<file path="src/rtl/ngga_pkg.sv">
// Shared types, character codes and constants of the GGA position parser.
`timescale 1ns / 1ps

package ngga_pkg;

    // Field conversion limits
    localparam logic [3:0]  MAX_FIELD_CHARS = 4'd15;
    localparam logic [2:0]  FRACTION_DIGITS = 3'd4;
    localparam int          VALUE_W         = 30;
    localparam logic [29:0] SAT_VALUE       = 30'd999999999;

    // Header "GPGGA," is six characters long
    localparam logic [2:0]  HDR_LAST = 3'd5;

    // Character codes
    localparam logic [7:0] CH_DOLLAR = 8'h24;
    localparam logic [7:0] CH_COMMA  = 8'h2C;
    localparam logic [7:0] CH_POINT  = 8'h2E;
    localparam logic [7:0] CH_ZERO   = 8'h30;
    localparam logic [7:0] CH_NINE   = 8'h39;
    localparam logic [7:0] CH_G      = 8'h47;
    localparam logic [7:0] CH_P      = 8'h50;
    localparam logic [7:0] CH_A      = 8'h41;

    // Parse phases
    typedef enum logic [2:0] {
        PH_HUNT,
        PH_HEADER,
        PH_TIME,
        PH_LAT,
        PH_NS,
        PH_LON
    } t_phase;

    // Controls from the sequencer to the field converter and output stage
    typedef struct packed {
        logic field_clear;
        logic field_take;
        logic hold_lat;
        logic emit;
    } t_seq_ctl;

    // Powers of ten, clamped at 10^6
    function automatic logic [29:0] pow_ten(input logic [2:0] k);
        logic [29:0] p;
        unique case (k)
            3'd0:    p = 30'd1;
            3'd1:    p = 30'd10;
            3'd2:    p = 30'd100;
            3'd3:    p = 30'd1000;
            3'd4:    p = 30'd10000;
            3'd5:    p = 30'd100000;
            default: p = 30'd1000000;
        endcase
        return p;
    endfunction

    // Expected header character at each position
    function automatic logic [7:0] hdr_char(input logic [2:0] pos);
        logic [7:0] c;
        unique case (pos)
            3'd0:    c = CH_G;
            3'd1:    c = CH_P;
            3'd2:    c = CH_G;
            3'd3:    c = CH_G;
            3'd4:    c = CH_A;
            default: c = CH_COMMA;
        endcase
        return c;
    endfunction

    localparam logic [29:0] INT_SCALE = pow_ten(FRACTION_DIGITS);

endpackage

</file>
<file path="src/rtl/ngga_field.sv">
// Decimal text to fixed-point converter for one sentence field.
`timescale 1ns / 1ps

module ngga_field (
    input  logic                    i_clk,
    input  logic                    i_rst_n,
    input  ngga_pkg::t_seq_ctl      i_ctl,
    input  logic [7:0]              i_byte,
    output logic [29:0]             o_value
);
    import ngga_pkg::*;

    logic [3:0]  r_cnt,      n_cnt;
    logic [29:0] r_acc,      n_acc;
    logic [2:0]  r_frac_cnt, n_frac_cnt;
    logic        r_point,    n_point;
    logic        r_stopped,  n_stopped;

    // Arithmetic for one digit
    logic        w_is_digit;
    logic [3:0]  w_digit;
    logic [2:0]  w_frac_idx;
    logic [33:0] w_int_val;
    logic [33:0] w_frac_val;

    assign w_is_digit = (i_byte >= CH_ZERO) && (i_byte <= CH_NINE);
    assign w_digit    = i_byte[3:0];
    assign w_frac_idx = FRACTION_DIGITS - 3'd1 - r_frac_cnt;
    assign w_int_val  = (34'(r_acc) << 3) + (34'(r_acc) << 1)
                      + 34'(w_digit) * 34'(INT_SCALE);
    assign w_frac_val = 34'(r_acc) + 34'(w_digit) * 34'(pow_ten(w_frac_idx));

    // Next field state
    always_comb begin
        n_cnt      = r_cnt;
        n_acc      = r_acc;
        n_frac_cnt = r_frac_cnt;
        n_point    = r_point;
        n_stopped  = r_stopped;
        if (i_ctl.field_clear) begin
            n_cnt      = '0;
            n_acc      = '0;
            n_frac_cnt = '0;
            n_point    = 1'b0;
            n_stopped  = 1'b0;
        end else if (i_ctl.field_take && (r_cnt < MAX_FIELD_CHARS)) begin
            n_cnt = r_cnt + 4'd1;
            if (!r_stopped) begin
                priority if ((i_byte == CH_POINT) && !r_point) begin
                    n_point = 1'b1;
                end else if (!w_is_digit) begin
                    n_stopped = 1'b1;
                end else if (!r_point) begin
                    n_acc = (w_int_val > 34'(SAT_VALUE)) ? SAT_VALUE : w_int_val[29:0];
                end else begin
                    // fraction digits past the kept ones are dropped
                    if (r_frac_cnt < FRACTION_DIGITS) begin
                        n_acc      = (w_frac_val > 34'(SAT_VALUE)) ? SAT_VALUE
                                                                   : w_frac_val[29:0];
                        n_frac_cnt = r_frac_cnt + 3'd1;
                    end
                end
            end
        end
    end

    always_ff @(posedge i_clk) begin
        if (!i_rst_n) begin
            r_cnt      <= '0;
            r_acc      <= '0;
            r_frac_cnt <= '0;
            r_point    <= 1'b0;
            r_stopped  <= 1'b0;
        end else begin
            r_cnt      <= n_cnt;
            r_acc      <= n_acc;
            r_frac_cnt <= n_frac_cnt;
            r_point    <= n_point;
            r_stopped  <= n_stopped;
        end
    end

    assign o_value = r_acc;

endmodule

</file>
<file path="src/rtl/ngga_seq.sv">
// Sentence sequencer: dollar hunt, header match and field phases.
`timescale 1ns / 1ps

module ngga_seq (
    input  logic                    i_clk,
    input  logic                    i_rst_n,
    input  logic                    i_step,
    input  logic [7:0]              i_byte,
    output logic                    o_emit_req,
    output ngga_pkg::t_seq_ctl      o_ctl
);
    import ngga_pkg::*;

    t_phase     r_phase,   n_phase;
    logic [2:0] r_hdr_pos, n_hdr_pos;

    logic w_dollar;
    logic w_comma;

    assign w_dollar = (i_byte == CH_DOLLAR);
    assign w_comma  = (i_byte == CH_COMMA);

    // Result would be produced by this byte (ungated, used for stalling)
    assign o_emit_req = (r_phase == PH_LON) && w_comma;

    // Next phase
    always_comb begin
        n_phase   = r_phase;
        n_hdr_pos = r_hdr_pos;
        if (i_step) begin
            if (w_dollar) begin
                n_phase   = PH_HEADER;
                n_hdr_pos = '0;
            end else begin
                unique case (r_phase)
                    PH_HUNT: ;
                    PH_HEADER: begin
                        if (i_byte == hdr_char(r_hdr_pos)) begin
                            n_hdr_pos = r_hdr_pos + 3'd1;
                            if (r_hdr_pos == HDR_LAST) begin
                                n_phase = PH_TIME;
                            end
                        end else begin
                            n_phase = PH_HUNT;
                        end
                    end
                    PH_TIME: if (w_comma) n_phase = PH_LAT;
                    PH_LAT:  if (w_comma) n_phase = PH_NS;
                    PH_NS:   if (w_comma) n_phase = PH_LON;
                    PH_LON:  if (w_comma) n_phase = PH_HUNT;
                    default: n_phase = PH_HUNT;
                endcase
            end
        end
    end

    // Controls for this beat
    always_comb begin
        o_ctl = '0;
        if (i_step && !w_dollar) begin
            unique case (r_phase)
                PH_TIME, PH_NS: o_ctl.field_clear = w_comma;
                PH_LAT: begin
                    o_ctl.hold_lat   = w_comma;
                    o_ctl.field_take = !w_comma;
                end
                PH_LON: begin
                    o_ctl.emit       = w_comma;
                    o_ctl.field_take = !w_comma;
                end
                default: ;
            endcase
        end
    end

    always_ff @(posedge i_clk) begin
        if (!i_rst_n) begin
            r_phase   <= PH_HUNT;
            r_hdr_pos <= '0;
        end else begin
            r_phase   <= n_phase;
            r_hdr_pos <= n_hdr_pos;
        end
    end

endmodule

</file>
<file path="src/rtl/nmea_gga_position_parser.sv">
// A byte is registered on acceptance and parsed from that input register; the result
// for the comma that ends longitude is registered in the result register as it is parsed.
// Throughput: one byte per cycle; the input register only waits when a result is
// due and the output register still holds an untaken result.
// Reset (synchronous, active low) returns to dollar hunting and clears all field state.
`timescale 1ns / 1ps

module nmea_gga_position_parser (
    input  logic        i_clk,
    input  logic        i_rst_n,
    input  logic        i_in_valid,
    output logic        o_in_ready,
    input  logic [7:0]  i_rx_byte,
    output logic        o_out_valid,
    input  logic        i_out_ready,
    output logic [29:0] o_latitude_e4,
    output logic [29:0] o_longitude_e4
);
    import ngga_pkg::*;

    logic        r_in_valid;
    logic [7:0]  r_in_byte;
    logic [29:0] r_held_lat;
    logic        r_out_valid;
    logic [29:0] r_out_lat;
    logic [29:0] r_out_lon;

    logic        w_step;
    logic        w_emit_req;
    logic [29:0] w_field_val;
    t_seq_ctl    w_ctl;

    // Parse the held byte unless its result cannot be stored yet
    assign w_step     = r_in_valid && (!w_emit_req || !r_out_valid || i_out_ready);
    assign o_in_ready = !r_in_valid || w_step;

    // Input register
    always_ff @(posedge i_clk) begin
        if (!i_rst_n) begin
            r_in_valid <= 1'b0;
        end else if (i_in_valid && o_in_ready) begin
            r_in_valid <= 1'b1;
        end else if (w_step) begin
            r_in_valid <= 1'b0;
        end
    end

    always_ff @(posedge i_clk) begin
        if (i_in_valid && o_in_ready) begin
            r_in_byte <= i_rx_byte;
        end
    end

    ngga_seq u_seq (
        .i_clk      (i_clk),
        .i_rst_n    (i_rst_n),
        .i_step     (w_step),
        .i_byte     (r_in_byte),
        .o_emit_req (w_emit_req),
        .o_ctl      (w_ctl)
    );

    ngga_field u_field (
        .i_clk   (i_clk),
        .i_rst_n (i_rst_n),
        .i_ctl   (w_ctl),
        .i_byte  (r_in_byte),
        .o_value (w_field_val)
    );

    // Latitude kept until longitude ends
    always_ff @(posedge i_clk) begin
        if (!i_rst_n) begin
            r_held_lat <= '0;
        end else if (w_ctl.hold_lat) begin
            r_held_lat <= w_field_val;
        end
    end

    // Result register
    always_ff @(posedge i_clk) begin
        if (!i_rst_n) begin
            r_out_valid <= 1'b0;
        end else if (w_ctl.emit) begin
            r_out_valid <= 1'b1;
        end else if (i_out_ready) begin
            r_out_valid <= 1'b0;
        end
    end

    always_ff @(posedge i_clk) begin
        if (w_ctl.emit) begin
            r_out_lat <= r_held_lat;
            r_out_lon <= w_field_val;
        end
    end

    assign o_out_valid    = r_out_valid;
    assign o_latitude_e4  = r_out_lat;
    assign o_longitude_e4 = r_out_lon;

    // A new result only follows a parsed comma
    a_emit_on_comma: assert property (@(posedge i_clk) disable iff (!i_rst_n)
        $rose(r_out_valid) |-> $past(r_in_byte) == CH_COMMA)
        else $error("result raised without a comma");

    // Delivered values never exceed the saturation point
    a_saturated: assert property (@(posedge i_clk) disable iff (!i_rst_n)
        r_out_valid |-> (r_out_lat <= SAT_VALUE) && (r_out_lon <= SAT_VALUE))
        else $error("result beyond saturation value");

    // A held byte that is not parsed is kept
    a_byte_kept: assert property (@(posedge i_clk) disable iff (!i_rst_n)
        r_in_valid && !w_step |=> r_in_valid && $stable(r_in_byte))
        else $error("held byte lost");

    // A result is never overwritten before it is taken
    a_no_overwrite: assert property (@(posedge i_clk) disable iff (!i_rst_n)
        w_ctl.emit |-> !r_out_valid || i_out_ready)
        else $error("result overwritten");

endmodule
</file>
<file path="config.mk">
export PLATFORM = sky130hd
export DESIGN_NAME = nmea_gga_position_parser
export DESIGN_NICKNAME = d
export VERILOG_FILES = /design/src/rtl/ngga_pkg.sv /design/src/rtl/ngga_field.sv /design/src/rtl/ngga_seq.sv /design/src/rtl/nmea_gga_position_parser.sv
export SDC_FILE = /design/constraint.sdc
export NUM_CORES = 1
export LEC_CHECK = 0
export ABC_CLOCK_PERIOD_IN_PS = 5900
export BUFFER_PORTS_ARGS = -buffer_cell sky130_fd_sc_hd__buf_2
export CORE_MARGIN = 2
export CORE_UTILIZATION = 45
export DETAILED_ROUTE_END_ITERATION = 12
export HOLD_SLACK_MARGIN = 0.05
export PLACE_DENSITY = 0.63
export SLEW_MARGIN = 20
export SYNTH_ARGS = -nofsm -noshare
export SYNTH_HDL_FRONTEND = slang
export SYNTH_HIERARCHICAL = 1
export SYNTH_SLANG_ARGS = --single-unit
</file>
<file path="constraint.sdc">
create_clock -name i_clk -period 5.9 [get_ports i_clk]
set_input_delay 0.59 -clock i_clk [delete_from_list [all_inputs] [get_ports i_clk]]
set_output_delay 0.59 -clock i_clk [all_outputs]
set_load 0.02 [all_outputs]
</file>
Word-level counts from Yosys, hierarchy flattened
Index checks and enable logic that the tools add are counted.
- add/sub/neg operators: 7
- multiply operators: 2
- $lt $le $gt $ge: 6
- eq/ne operators: 26
- mux-type cells: 32
- bitwise logic cells: 3
- reduce and logical (&&, ||, !) cells: 32
- operators with widths (cell ; number):
    two-way mux 30 bit ; 4
    case mux 20 bit (6 select lines) ; 1
    greater-than comparator 34 x 30 -> 1 bit (second input constant) ; 2
    adder 30 x 34 -> 34 bit ; 1
    adder 33 x 31 -> 34 bit ; 1
    adder 34 x 18 -> 34 bit ; 1
    two-way mux 3 bit ; 10
    equality test 8 x 6 -> 1 bit (second input constant) ; 3
    multiplier 4 x 20 -> 24 bit ; 1
    two-way mux 8 bit ; 3
    case mux 7 bit (3 select lines) ; 1
    equality test 3 x 2 -> 1 bit (second input constant) ; 6
    equality test 3 bit (second input constant) ; 6
    case mux 3 bit (6 select lines) ; 1
    multiplier 4 x 10 -> 14 bit (second input constant) ; 1
    != test 3 x 1 -> 1 bit (second input constant) ; 4
    two-way mux 1 bit ; 11
    equality test 3 x 1 -> 1 bit (second input constant) ; 3
    zero test 3 bit ; 3
    equality test 8 bit ; 1
    greater-or-equal comparator 8 x 6 -> 1 bit (second input constant) ; 1
    <= comparator 8 x 6 -> 1 bit (second input constant) ; 1
    nonzero test 2 bit ; 4
    logical AND 1 bit ; 7
    18 further kinds ; 31
- register bits after elaboration: 145
- bits of input ports: 12
- logic and storage cells: 121

Longest topological paths before layout
Gate-level depths: netlist of run 1.
- depth in word-level cells: 11
- mapped depth: 25
- gate-level depth less buffers: 23

Cells and area by module
Netlist of run 1, hierarchy kept.
- modules (own cells, without submodules) (module ; times used ; cells each ; area each (µm²)):
    ngga_field ; 1 ; 1131 ; 8735.9
    nmea_gga_position_parser ; 1 ; 174 ; 3300.7
    ngga_seq ; 1 ; 74 ; 623.1

Worst setup path after synthesis of run 1
No wires, ideal clock.
- kind: register to register
- from: register r_in_byte[2]
- to: register u_field.r_acc[0], in the netlist u_field/o_value[0]
- setup time: 0.117 ns
- arrival time: 5.811 ns
- data required time: 5.783 ns
- slack: -0.028 ns
- cell stages (with the launch flop): 19
- buffers on the path: 2
- period minus slack after synthesis: 5.928 ns
- cells stage by stage: edfxtp_1 > clkbuf_1 > clkinv_1 > nor3_1 > fa_1 > fa_1 > fa_1 > ha_1 > buf_6 > a21o_1 > a21o_1 > o21ai_1 > mux2i_1 > or3b_1 > or3b_1 > or4_4 > o21ba_4 > a21o_1 > a32o_1
- longest elaborated chain between the ends: 10
- elaborated cells on any way between the ends: 32
- those cells by class: add/sub (2); mul (2); order compare (4); eq/ne (3); mux (7); bitwise (1); reduce/logical (13)
- ends and longest elaborated chain (item ; line ; text):
    start: declaration ; nmea_gga_position_parser.sv:22 ; logic [7:0] r_in_byte;
    start signal: assignment ; nmea_gga_position_parser.sv:50 ; r_in_byte <= i_rx_byte;
    branches (longest 10 deep; another with adder 30 x 34 -> 34 bit) ; - ;
    end signal: assignment ; ngga_field.sv:76 ; r_acc <= n_acc;
    end: declaration ; ngga_field.sv:14 ; logic [29:0] r_acc, n_acc;
Parallel ways; which one is timed is not known. The select of a mux whose other input is x is not followed.
A chain may end at the register's enable or synchronous reset.

Worst setup path in the final report of run 1
- from: register u_field.r_frac_cnt[0]
- to: register u_field.r_acc[5], in the netlist u_field/o_value[5]
- longest elaborated chain between the ends: 9
- elaborated cells on any way between the ends: 17
- those cells by class: add/sub (2); mul (1); order compare (2); eq/ne (6); mux (4); reduce/logical (2)
- ends and longest elaborated chain (item ; line ; text):
    start: declaration ; ngga_field.sv:15 ; logic [2:0] r_frac_cnt, n_frac_cnt;
    start signal: assignment ; ngga_field.sv:77 ; r_frac_cnt <= n_frac_cnt;
    subtractor 2 x 3 -> 3 bit * ; ngga_field.sv:28 ; assign w_frac_idx = FRACTION_DIGITS - 3'd1 - r_frac_cnt;
    named net u_field.w_frac_idx[0] ; ngga_field.sv:22 ; logic [2:0] w_frac_idx;
    equality test 3 bit, or another cell as far along ; ngga_pkg.sv:46 ; unique case (k)
    case mux 20 bit (6 select lines) * ; ngga_pkg.sv:46 ;
    multiplier 4 x 20 -> 24 bit * ; ngga_field.sv:31 ; assign w_frac_val = 34'(r_acc) + 34'(w_digit) * 34'(pow_ten(w_frac_idx));
    adder 30 x 34 -> 34 bit * ; ngga_field.sv:31 ;
    greater-than comparator 34 x 30 -> 1 bit ; ngga_field.sv:58 ; n_acc = (w_frac_val > 34'(SAT_VALUE)) ? SAT_VALUE
    two-way mux 30 bit * ; ngga_field.sv:58 ;
    two-way mux 30 bit * ; ngga_field.sv:57 ; if (r_frac_cnt < FRACTION_DIGITS) begin
    two-way mux 30 bit * ; ngga_field.sv:53 ; end else if (!r_point) begin
The timed path passes the listed nets; every way through them passes the cells marked *. The select of a mux whose other input is x is not followed.

==> flow_summary.json, run 1 <==
{
  "drv_slew": 0,
  "syn_nets": 1571,
  "ys_seq_elements": 145,
  "synth_area_leaders": "edfxtp_1 16%, dfxtp_1 12%, ha_1 11%",
  "synth-seq-area-share": 0.2831,
  "clock-sinks": 145,
  "critPathRequiredTime_ns": 6.23,
  "finalCritPeriodShare": 0.9917,
  "cp.arrival_ns": 6.18,
  "postLayoutCellArea_um2": 16040,
  "crit_path_cell_trace": "inv_6, ha_4, inv_4, nor3_4, buf_6, a21oi_4, buf_6, nor2_4, fa_2, fa_1, fa_1, ha_4, buf_6, o2111a_2, o21ai_2, mux2i_1, or3b_4, or3b_4, or4_4, o21bai_4, o21ai_4, o221a_2",
  "yosysUniqueCellTypes": 97,
  "end_kind": "flop",
  "cp_common_cell": "buf_6",
  "seqCellArea_um2": 3591,
  "worst_clock_skew_ns": 0.01426,
  "wirelength_um": 36890,
  "synth.top_cells.by_count": "150 x inv_1, 112 x ha_1, 91 x a21oi_1",
  "dr.pass1.iters": 5,
  "cp-start-kind": "flop",
  "path_clk_slew_ns": 0.07,
  "detail_route.drc_violations": 0,
  "final-hold-violation-count": 0,
  "setup_viol": 0,
  "multi_input_area_um2": 9012,
  "status": "finished, final reports clean",
  "die-height_um": 171.7,
  "drtIter0Drc": 732,
  "grt_pass1_vias": 10560,
  "num_rows": 61,
  "cts_buffers": 17,
  "synthCells": 1379,
  "cap_violations": 0,
  "grt_usage": 0.2451,
  "async_flop_share": 0,
  "placed_cell_area_um2": 14340,
  "grt_start_max_net_pins": 41,
  "cts_tree": "yes",
  "antenna_found_initial": 0,
  "netlist_area_um2": 12660,
  "synth_flop_cell": "dfxtp_1",
  "coreArea_um2": 27710,
  "slowest_delay_ns": 0.59,
  "slowest_stage": "fa_2",
  "grt_pass1_wl_um": 56300,
  "worst_pin_slew_ns": 1.168,
  "ant_nets": 0,
  "dp.final_hpwl_um": 27690,
  "num_vias": 11290,
  "p_leak_nw": 6.912,
  "dieArea_um2": 29490,
  "placed_cells": 1924,
  "rsz0062_at_grt": "true",
  "powerDensity_nw_per_um2": 207.3,
  "synth_top_area_cell": "edfxtp_1",
  "place_congestion": 0.9516,
  "wl_per_cell_um": 18.62,
  "max-slew-margin-rel": 0.2212,
  "synth.avg_cell_area_um2": 9.180,
  "cts-root-buf": "clkbuf_16",
  "grt_overflow_total": 0,
  "clock_latency_ns": 0.44,
  "nets": 1782,
  "final_cells": 1981,
  "areaGrowthSynthToFinish_pct": 26.73,
  "yosys.area.top_type_share": 0.1613,
  "antenna_cells": 0,
  "ctsHtreeMaxLevel": 4,
  "clockBufferDepth": 2,
  "cp_max_fo": 7,
  "hold_class": "in2reg",
  "start_util": 0.4569,
  "synth_edf_count": 68,
  "ir_drop_mv": 0.1776,
  "dieWidth_um": 171.7,
  "critical_path_class": "reg2reg",
  "setup_tns_ns": 0,
  "finalCriticalPeriod_ns": 5.851,
  "yosysMostFrequentCell": "inv_1",
  "io_pins": 74,
  "viasPerCell": 5.698,
  "total_power_mw": 3.327,
  "io_buffers": 73,
  "fillCellCount": 2416,
  "drive_above_1_share": 0.2895,
  "max_freq_mhz": 170.9,
  "ys_warn_count": 6,
  "holdWs_ns": 0.3214
}
-- final cells by class --
type	instances	area share
multi-input cells	1019	0.5617
flip-flops and latches	145	0.2238
repair buffers	251	0.1096
inverters	156	0.03743
well taps	378	0.02948
clock buffers	17	0.02651
clock inverters	15	0.01139
-- worst paths after layout --
kind | end | startpoint | cells after the start | slack (ns)
max | u_field/o_value[5]$_SDFFE_PP0P_ | u_field/r_frac_cnt[0]$_SDFFE_PP0P_ | 22 | 0.05
min | r_in_byte[0]$_DFFE_PP_ | i_rx_byte[0] | 1 | 0.32
max reg2reg | u_field/o_value[5]$_SDFFE_PP0P_ | u_field/r_frac_cnt[0]$_SDFFE_PP0P_ | 22 | 0.05
min reg2reg | o_latitude_e4[25]$_DFFE_PP_ | r_held_lat[25]$_SDFFE_PN0P_ | 0 | 0.43
-- sequential cells by signal, summed over array words and instances (netlist names), 3 cells and up --
name,cells
u_field/r_cnt,4
r_held_lat,30
r_in_byte,8
u_seq/r_hdr_pos,3
u_field/o_value,30
u_seq/r_phase,3
u_field/r_frac_cnt,3
o_longitude_e4,30
o_latitude_e4,30
-- critical path, delay by kind of cell, from the launching register on --
kind / cells / cell delay (ns)
mux: 1 / 0.26
fa+ha+maj: 5 / 1.99
buf+inv: 5 / 0.47
flops: 1 / 0.37
simple gates: 5 / 1.47
compound gates: 6 / 1.15
-- repair_timing --
item                                    CTS  global route
hold buffers                              0             0
endpoints found under the setup margin   30            30
gates resized for setup                  29           187
gates cloned                              0             1
buffers inserted                          0            24
pin swaps                                 2            92
-- cells in the final DEF (no fill, tap or decap), types with 38 or more instances in the layout --
cell type    n
nor2b_1     38
o21ai_0     45
ha_1        89
fa_1        65
buf_4      165
buf_2       73
inv_1      145
nand2_1     80
edfxtp_1    68
nor2_1      69
dfxtp_1     75
a21oi_1     72
-- cell families after synthesis --
family	count (synthesis)	synth area share
buffers and inverters	216	0.07333
AOI/OAI and AO/OA	364	0.1996
adders and majority gates	180	0.2182
DFF	145	0.2831
and+or+nand+nor	400	0.1702
muxes	39	0.03133
xor gates and xnor gates	35	0.02421
-- layer usage --
layer | global-route usage | vias up | routed length [um]
li1 | - | 5386 | -
met1 | 0.3266 | 5463 | 15870
met2 | 0.4079 | 367 | 17790
met3 | 0.03566 | 72 | 2158
met4 | 0.08143 | 0 | 1069
met5 | 0 | - | 0
-- report_power, final --
group / internal, mW / switching (mW)
Combinational: 0.530 / 0.644
Sequential: 1.05 / 0.00567
Clock: 0.575 / 0.525
-- per-stage QoR --
step                setup slack (ns)  utilization
floorplan                   0.008699            -
global placement             -0.2480       0.5172
detailed placement           -0.2305       0.5175
CTS                         -0.01150       0.5433
global route                 -0.1087       0.5791
finish                       0.04900       0.5791
Note: power is estimated with default switching activity, not from simulation.
==> run 2: changes to the inputs <==
--- a/config.mk
+++ b/config.mk
@@ -8,10 +8,11 @@
 export ABC_CLOCK_PERIOD_IN_PS = 5900
 export BUFFER_PORTS_ARGS = -buffer_cell sky130_fd_sc_hd__buf_2
 export CORE_MARGIN = 2
-export CORE_UTILIZATION = 45
+export CORE_UTILIZATION = 25
 export DETAILED_ROUTE_END_ITERATION = 12
 export HOLD_SLACK_MARGIN = 0.05
-export PLACE_DENSITY = 0.63
+export PLACE_DENSITY = 0.4
+export SKIP_LAST_GASP = 1
 export SLEW_MARGIN = 20
 export SYNTH_ARGS = -nofsm -noshare
 export SYNTH_HDL_FRONTEND = slang
==> flow_summary.json, run 2 (synthesis gave the netlist of run 1 again) <==
{
  "placed_cell_area_um2": 15150,
  "dp.final_hpwl_um": 33200,
  "max-slew-margin-rel": 0.3801,
  "start_util": 0.2528,
  "ir_drop_mv": 0.1874,
  "ctsHoldBuffers": 0,
  "ctsHtreeMaxLevel": 4,
  "final_common_cell": "buf_4",
  "worst_pin_slew_ns": 0.9299,
  "path_clk_slew_ns": 0.07,
  "min_to": "r_in_byte[7]$_DFFE_PP_",
  "status": "finished, final reports clean",
  "place_congestion": 0.8423,
  "critPathRequiredTime_ns": 6.24,
  "wl_met2_um": 19390,
  "r2r_end": "u_field/o_value[5]$_SDFFE_PP0P_",
  "drv_slew": 0,
  "p_leak_nw": 7.172,
  "cp.arrival_ns": 6.04,
  "wl_met1_um": 19970,
  "final_core_util": 0.3355,
  "wl_met3_um": 1271,
  "powerDensity_nw_per_um2": 201.6,
  "num_vias": 11110,
  "finalCriticalPeriod_ns": 5.698,
  "io_pins": 74,
  "wirelength_um": 41510,
  "fillCellCount": 5267,
  "hp-start": "i_rx_byte[7]",
  "placed_cells": 2278,
  "dieWidth_um": 229.0,
  "swShare": 0.3556,
  "p_int_mw": 2.182,
  "setup_viol": 0,
  "p_comb_frac": 0.359,
  "dp_slack_ns": -0.2893,
  "nets": 1838,
  "cp_max_fo": 7,
  "mostFrequentLayoutCells": "226 x buf_4, 147 x inv_1, 91 x ha_1",
  "io_buffers": 73,
  "critical_path_class": "reg2reg",
  "cts-root-buf": "clkbuf_16",
  "hold_class": "in2reg",
  "postLayoutCellArea_um2": 16800,
  "areaGrowthSynthToFinish_pct": 32.67,
  "worst_clock_skew_ns": 0.01111,
  "drtIter0Drc": 628,
  "setup_tns_ns": 0,
  "clock_latency_ns": 0.45,
  "grt_pass1_wl_um": 65290,
  "slowest_stage": "fa_1",
  "power_switching_mw": 1.204,
  "seqPwrFrac": 0.311,
  "slowest_delay_ns": 0.54,
  "grt_start_max_net_pins": 41,
  "clockPowerShare": 0.330,
  "drive_above_1_share": 0.3134,
  "crit_path_cell_trace": "inv_4, ha_4, inv_2, nor3_4, nand2b_4, and2_1, fa_1, fa_1, inv_1, fa_1, inv_1, ha_4, a21oi_4, o21ai_1, nor3_1, a211oi_2, a311o_1, or3b_4, or4_4, o21bai_4, o21ai_4, o221a_2",
  "antenna_cells": 0,
  "clockBufferDepth": 2,
  "final.setup.worst_slack_ns": 0.2020,
  "r2r_cells": 22,
  "end_kind": "flop",
  "clock-sinks": 145,
  "holdPathStages": 1,
  "cap_violations": 0,
  "wl_per_cell_um": 17.81,
  "cts_tree": "yes",
  "maxUsedRoutingLayer": "met4",
  "grt_usage": 0.1593,
  "dieArea_um2": 52450,
  "worstReg2RegStart": "u_field/r_frac_cnt[0]$_SDFFE_PP0P_",
  "finalCritPeriodShare": 0.9658,
  "r2r_slack_ns": 0.20,
  "final_cells": 2331,
  "antenna_found_initial": 0,
  "cp_common_cell": "fa_1",
  "die-height_um": 229.0,
  "viasPerCell": 4.767,
  "max_freq_mhz": 175.5,
  "detail_route.drc_violations": 0,
  "cts_buffers": 17,
  "total_power_mw": 3.386,
  "ant_nets": 0,
  "final-hold-violation-count": 0,
  "holdWs_ns": 0.3148,
  "num_rows": 82,
  "coreArea_um2": 50070,
  "grt_overflow_total": 0,
  "grt_pass1_vias": 11370,
  "cp-start-kind": "flop",
  "dr.pass1.iters": 5
}
[run 2: changes by cell type in the layout (fill, tap and decap cells not counted), moves of 3 or more]
| cell | previous run | this run |
|---|---|---|
| inv_6 | 5 | 2 |
| a21oi_4 | 11 | 8 |
| inv_2 | 4 | 1 |
| buf_4 | 165 | 226 |
| a31oi_1 | 13 | 16 |
| a211oi_1 | 12 | 9 |
| buf_6 | 12 | 7 |
| o21ai_0 | 45 | 42 |
| a211oi_2 | 8 | 11 |
| a31oi_4 | 3 | 0 |
| a21oi_2 | 13 | 17 |
[run 2: what timing repair did]
action                                  4_1_cts  5_1_grt
gates resized for setup                      41      170
endpoints found under the setup margin       30       30
buffers inserted                              3       18
pin swaps                                     7       56
gates cloned                                  0        0
[run 2: cell type report]
type / count / area, um2 / share of cell area
Multi-Input combinational cell: 1018 / 8974 / 0.5343
Sequential cell: 145 / 3592 / 0.2139
Timing Repair Buffer: 308 / 2176 / 0.1295
Tap cell: 672 / 840.8 / 0.05006
Inverter: 156 / 599.3 / 0.03568
Clock buffer: 17 / 425.4 / 0.02533
Clock inverter: 15 / 188.9 / 0.01125
[run 2: worst max path at each step]
stage | startpoint | cells past startpoint | to | slack (ns)
3_3_place_gp | u_field/r_frac_cnt[0]$_SDFFE_PP0P_ | 25 | u_field/o_value[12]$_SDFFE_PP0P_ | -0.22
2_1_floorplan | r_in_byte[3]$_DFFE_PP_ | 22 | u_field/o_value[4]$_SDFFE_PP0P_ | 0.009
3_5_place_dp | u_field/r_frac_cnt[1]$_SDFFE_PP0P_ | 24 | u_field/o_value[12]$_SDFFE_PP0P_ | -0.29
4_1_cts | u_field/r_frac_cnt[0]$_SDFFE_PP0P_ | 25 | u_field/o_value[12]$_SDFFE_PP0P_ | -0.03
5_1_grt | r_in_byte[1]$_DFFE_PP_ | 26 | u_field/o_value[25]$_SDFFE_PP0P_ | -0.05
6_report | u_field/r_frac_cnt[0]$_SDFFE_PP0P_ | 22 | u_field/o_value[5]$_SDFFE_PP0P_ | 0.20
[run 2: per-layer routing]
metal | global-route usage | vias to the layer above
met4 | 0.04261 | 0
li1 | - | 5486
met3 | 0.02440 | 42
met5 | 0 | -
met2 | 0.2615 | 212
met1 | 0.2174 | 5372
[run 2: worst max-delay path: cells and delay by family, from the launching register on]
family          cells  cell delay [ns]
flops               1             0.37
simple gates        6             1.66
compound gates      7             1.47
fa+ha+maj           5             1.86
buf+inv             4             0.22
[run 2: power groups by stage]
stage               logic [mW]  clock network (mW)  registers (mW)
floorplan                0.589                   0            1.08
global placement          1.03                   0            1.08
global route              1.33                1.19            1.05
finish                    1.22                1.12            1.05
CTS                       1.09                1.15            1.05
detailed placement        1.02                   0            1.08
==> run 3: changes to the inputs <==
--- a/config.mk
+++ b/config.mk
@@ -8,10 +8,10 @@
 export ABC_CLOCK_PERIOD_IN_PS = 5900
 export BUFFER_PORTS_ARGS = -buffer_cell sky130_fd_sc_hd__buf_2
 export CORE_MARGIN = 2
-export CORE_UTILIZATION = 25
+export CORE_UTILIZATION = 57
 export DETAILED_ROUTE_END_ITERATION = 12
 export HOLD_SLACK_MARGIN = 0.05
-export PLACE_DENSITY = 0.4
+export PLACE_DENSITY = 0.77
 export SKIP_LAST_GASP = 1
 export SLEW_MARGIN = 20
 export SYNTH_ARGS = -nofsm -noshare
==> constraint.sdc (replaced) <==
create_clock -name i_clk -period 5.9 [get_ports i_clk]
set_input_delay 0.295 -clock i_clk [delete_from_list [all_inputs] [get_ports i_clk]]
set_output_delay 0.295 -clock i_clk [all_outputs]
set_load 0.02 [all_outputs]
==> flow_summary.json, run 3 (synthesis gave the netlist of run 1 again) <==
{
  "die-height_um": 153.0,
  "powerDensity_nw_per_um2": 216.1,
  "cts_buffers": 17,
  "final-hold-violation-count": 0,
  "place_congestion": 1.043,
  "wirelength_um": 38730,
  "worst_clock_skew_ns": 0.01394,
  "detail_route.drc_violations": 0,
  "slowest_delay_ns": 0.59,
  "dieArea_um2": 23420,
  "mostFrequentLayoutCells": "147 x inv_1, 142 x buf_4, 96 x ha_1",
  "cp-start-kind": "flop",
  "slowest_stage": "fa_1",
  "io_buffers": 73,
  "final.setup.worst_slack_ns": -0.01957,
  "antenna_found_initial": 0,
  "dp.final_hpwl_um": 28700,
  "worst_pin_slew_ns": 1.025,
  "worst-path-buf-inv": 4,
  "setup_tns_ns": -0.09664,
  "ant_nets": 0,
  "num_rows": 54,
  "drive_above_1_share": 0.2620,
  "clockBufferDepth": 2,
  "max-slew-margin-rel": 0.3164,
  "critPathTopFamily": "compound AO/OA/AOI/OAI gates",
  "antenna_cells": 0,
  "cts_tree": "yes",
  "grt_start_max_net_pins": 59,
  "critical_path_class": "reg2reg",
  "final_core_util": 0.7145,
  "ctsHtreeMaxLevel": 4,
  "end_kind": "flop",
  "cap_violations": 0,
  "wl_per_cell_um": 20.82,
  "violations": "negative setup slack",
  "clock-sinks": 145,
  "finalCritPeriodShare": 1.003,
  "viasPerCell": 6.240,
  "hold_class": "in2reg",
  "cts-root-buf": "clkbuf_16",
  "areaGrowthSynthToFinish_pct": 23.18,
  "final_common_cell": "inv_1",
  "io_pins": 74,
  "coreArea_um2": 21820,
  "dr.pass1.iters": 6,
  "cp.arrival_ns": 6.28,
  "dieWidth_um": 153.0,
  "clock_latency_ns": 0.43,
  "nets": 1759,
  "num_vias": 11610,
  "grt_pass1_wl_um": 57790,
  "drv_slew": 0,
  "rsz0062_at_grt": "true",
  "status": "finished, violations left",
  "cp_max_fo": 8,
  "ir_drop_mv": 0.1627,
  "dp_slack_ns": -0.2714,
  "drtIter0Drc": 1012,
  "finalCriticalPeriod_ns": 5.920,
  "grt_pass1_vias": 10820,
  "grt_usage": 0.3090,
  "holdWs_ns": 0.05951,
  "max_freq_mhz": 168.9,
  "start_util": 0.5801,
  "critPathRequiredTime_ns": 6.26,
  "grt_overflow_total": 0,
  "p_leak_nw": 6.748,
  "path_clk_slew_ns": 0.07,
  "fillCellCount": 1579,
  "setup_viol": 8
}
==> run 3: changes by cell type in the layout (fill, tap and decap cells not counted), sizes merged <==
cell,before,now
clkinv,10,5
dlygate4sd3,0,7
inv,158,161
buf,308,221
a21oi,96,97
bufinv,0,2
==> run 3: repair_timing <==
| item | 4_1_cts | 5_1_grt |
|---|---|---|
| setup buffers | 3 | 16 |
| gates resized for setup | 16 | 166 |
| cloned | 1 | 0 |
| pin swaps | 3 | 66 |
| hold endpoints to repair | 6 | 1 |
| hold buffers | 6 | 1 |
| setup endpoints to repair | 30 | 30 |
==> run 3: path summary, 6_finish.rpt <==
path	to	slack [ns]	startpoint	depth (start not counted)
min reg2reg	o_latitude_e4[14]$_DFFE_PP_	0.43	r_held_lat[14]$_SDFFE_PN0P_	0
max	u_field/o_value[11]$_SDFFE_PP0P_	-0.02	r_in_byte[2]$_DFFE_PP_	25
min	r_in_byte[2]$_DFFE_PP_	0.06	i_rx_byte[2]	1
max reg2reg	u_field/o_value[11]$_SDFFE_PP0P_	-0.02	r_in_byte[2]$_DFFE_PP_	25
==> run 3: area by class of cell <==
type | instances | area, um2 | area share
clock inverter | 15 | 171.4 | 0.01099
tap | 280 | 350.3 | 0.02247
sequential | 145 | 3588 | 0.2301
inverter | 156 | 598.1 | 0.03835
clock buffer | 17 | 425.4 | 0.02728
timing repair buffer | 228 | 1573 | 0.1009
multi-input combinational | 1019 | 8887 | 0.5699
==> run 3: power by group <==
part	internal, mW	total, mW	switching (mW)
Sequential	1.05	1.05	0.00525
Clock	0.637	1.11	0.476
Combinational	0.526	1.20	0.676
Total	2.21	3.37	1.16
==> run 3: metrics by stage <==
step | std cells | power (mW) | instance area, um2
final | 1860 | 3.369 | 15590
after global routing | 1860 | 3.493 | 15590
after CTS | 1844 | 3.151 | 14760
after detailed placement | 1802 | 2.039 | 14010
after global placement | 1802 | 2.018 | 14010
after floorplan | 1379 | 1.670 | 12660
==> run 3: routing by layer <==
layer,track usage,share of wire
met1,0.4145,0.41
met2,0.4957,0.47
met5,0,0
met3,0.05274,0.079
met4,0.1314,0.042
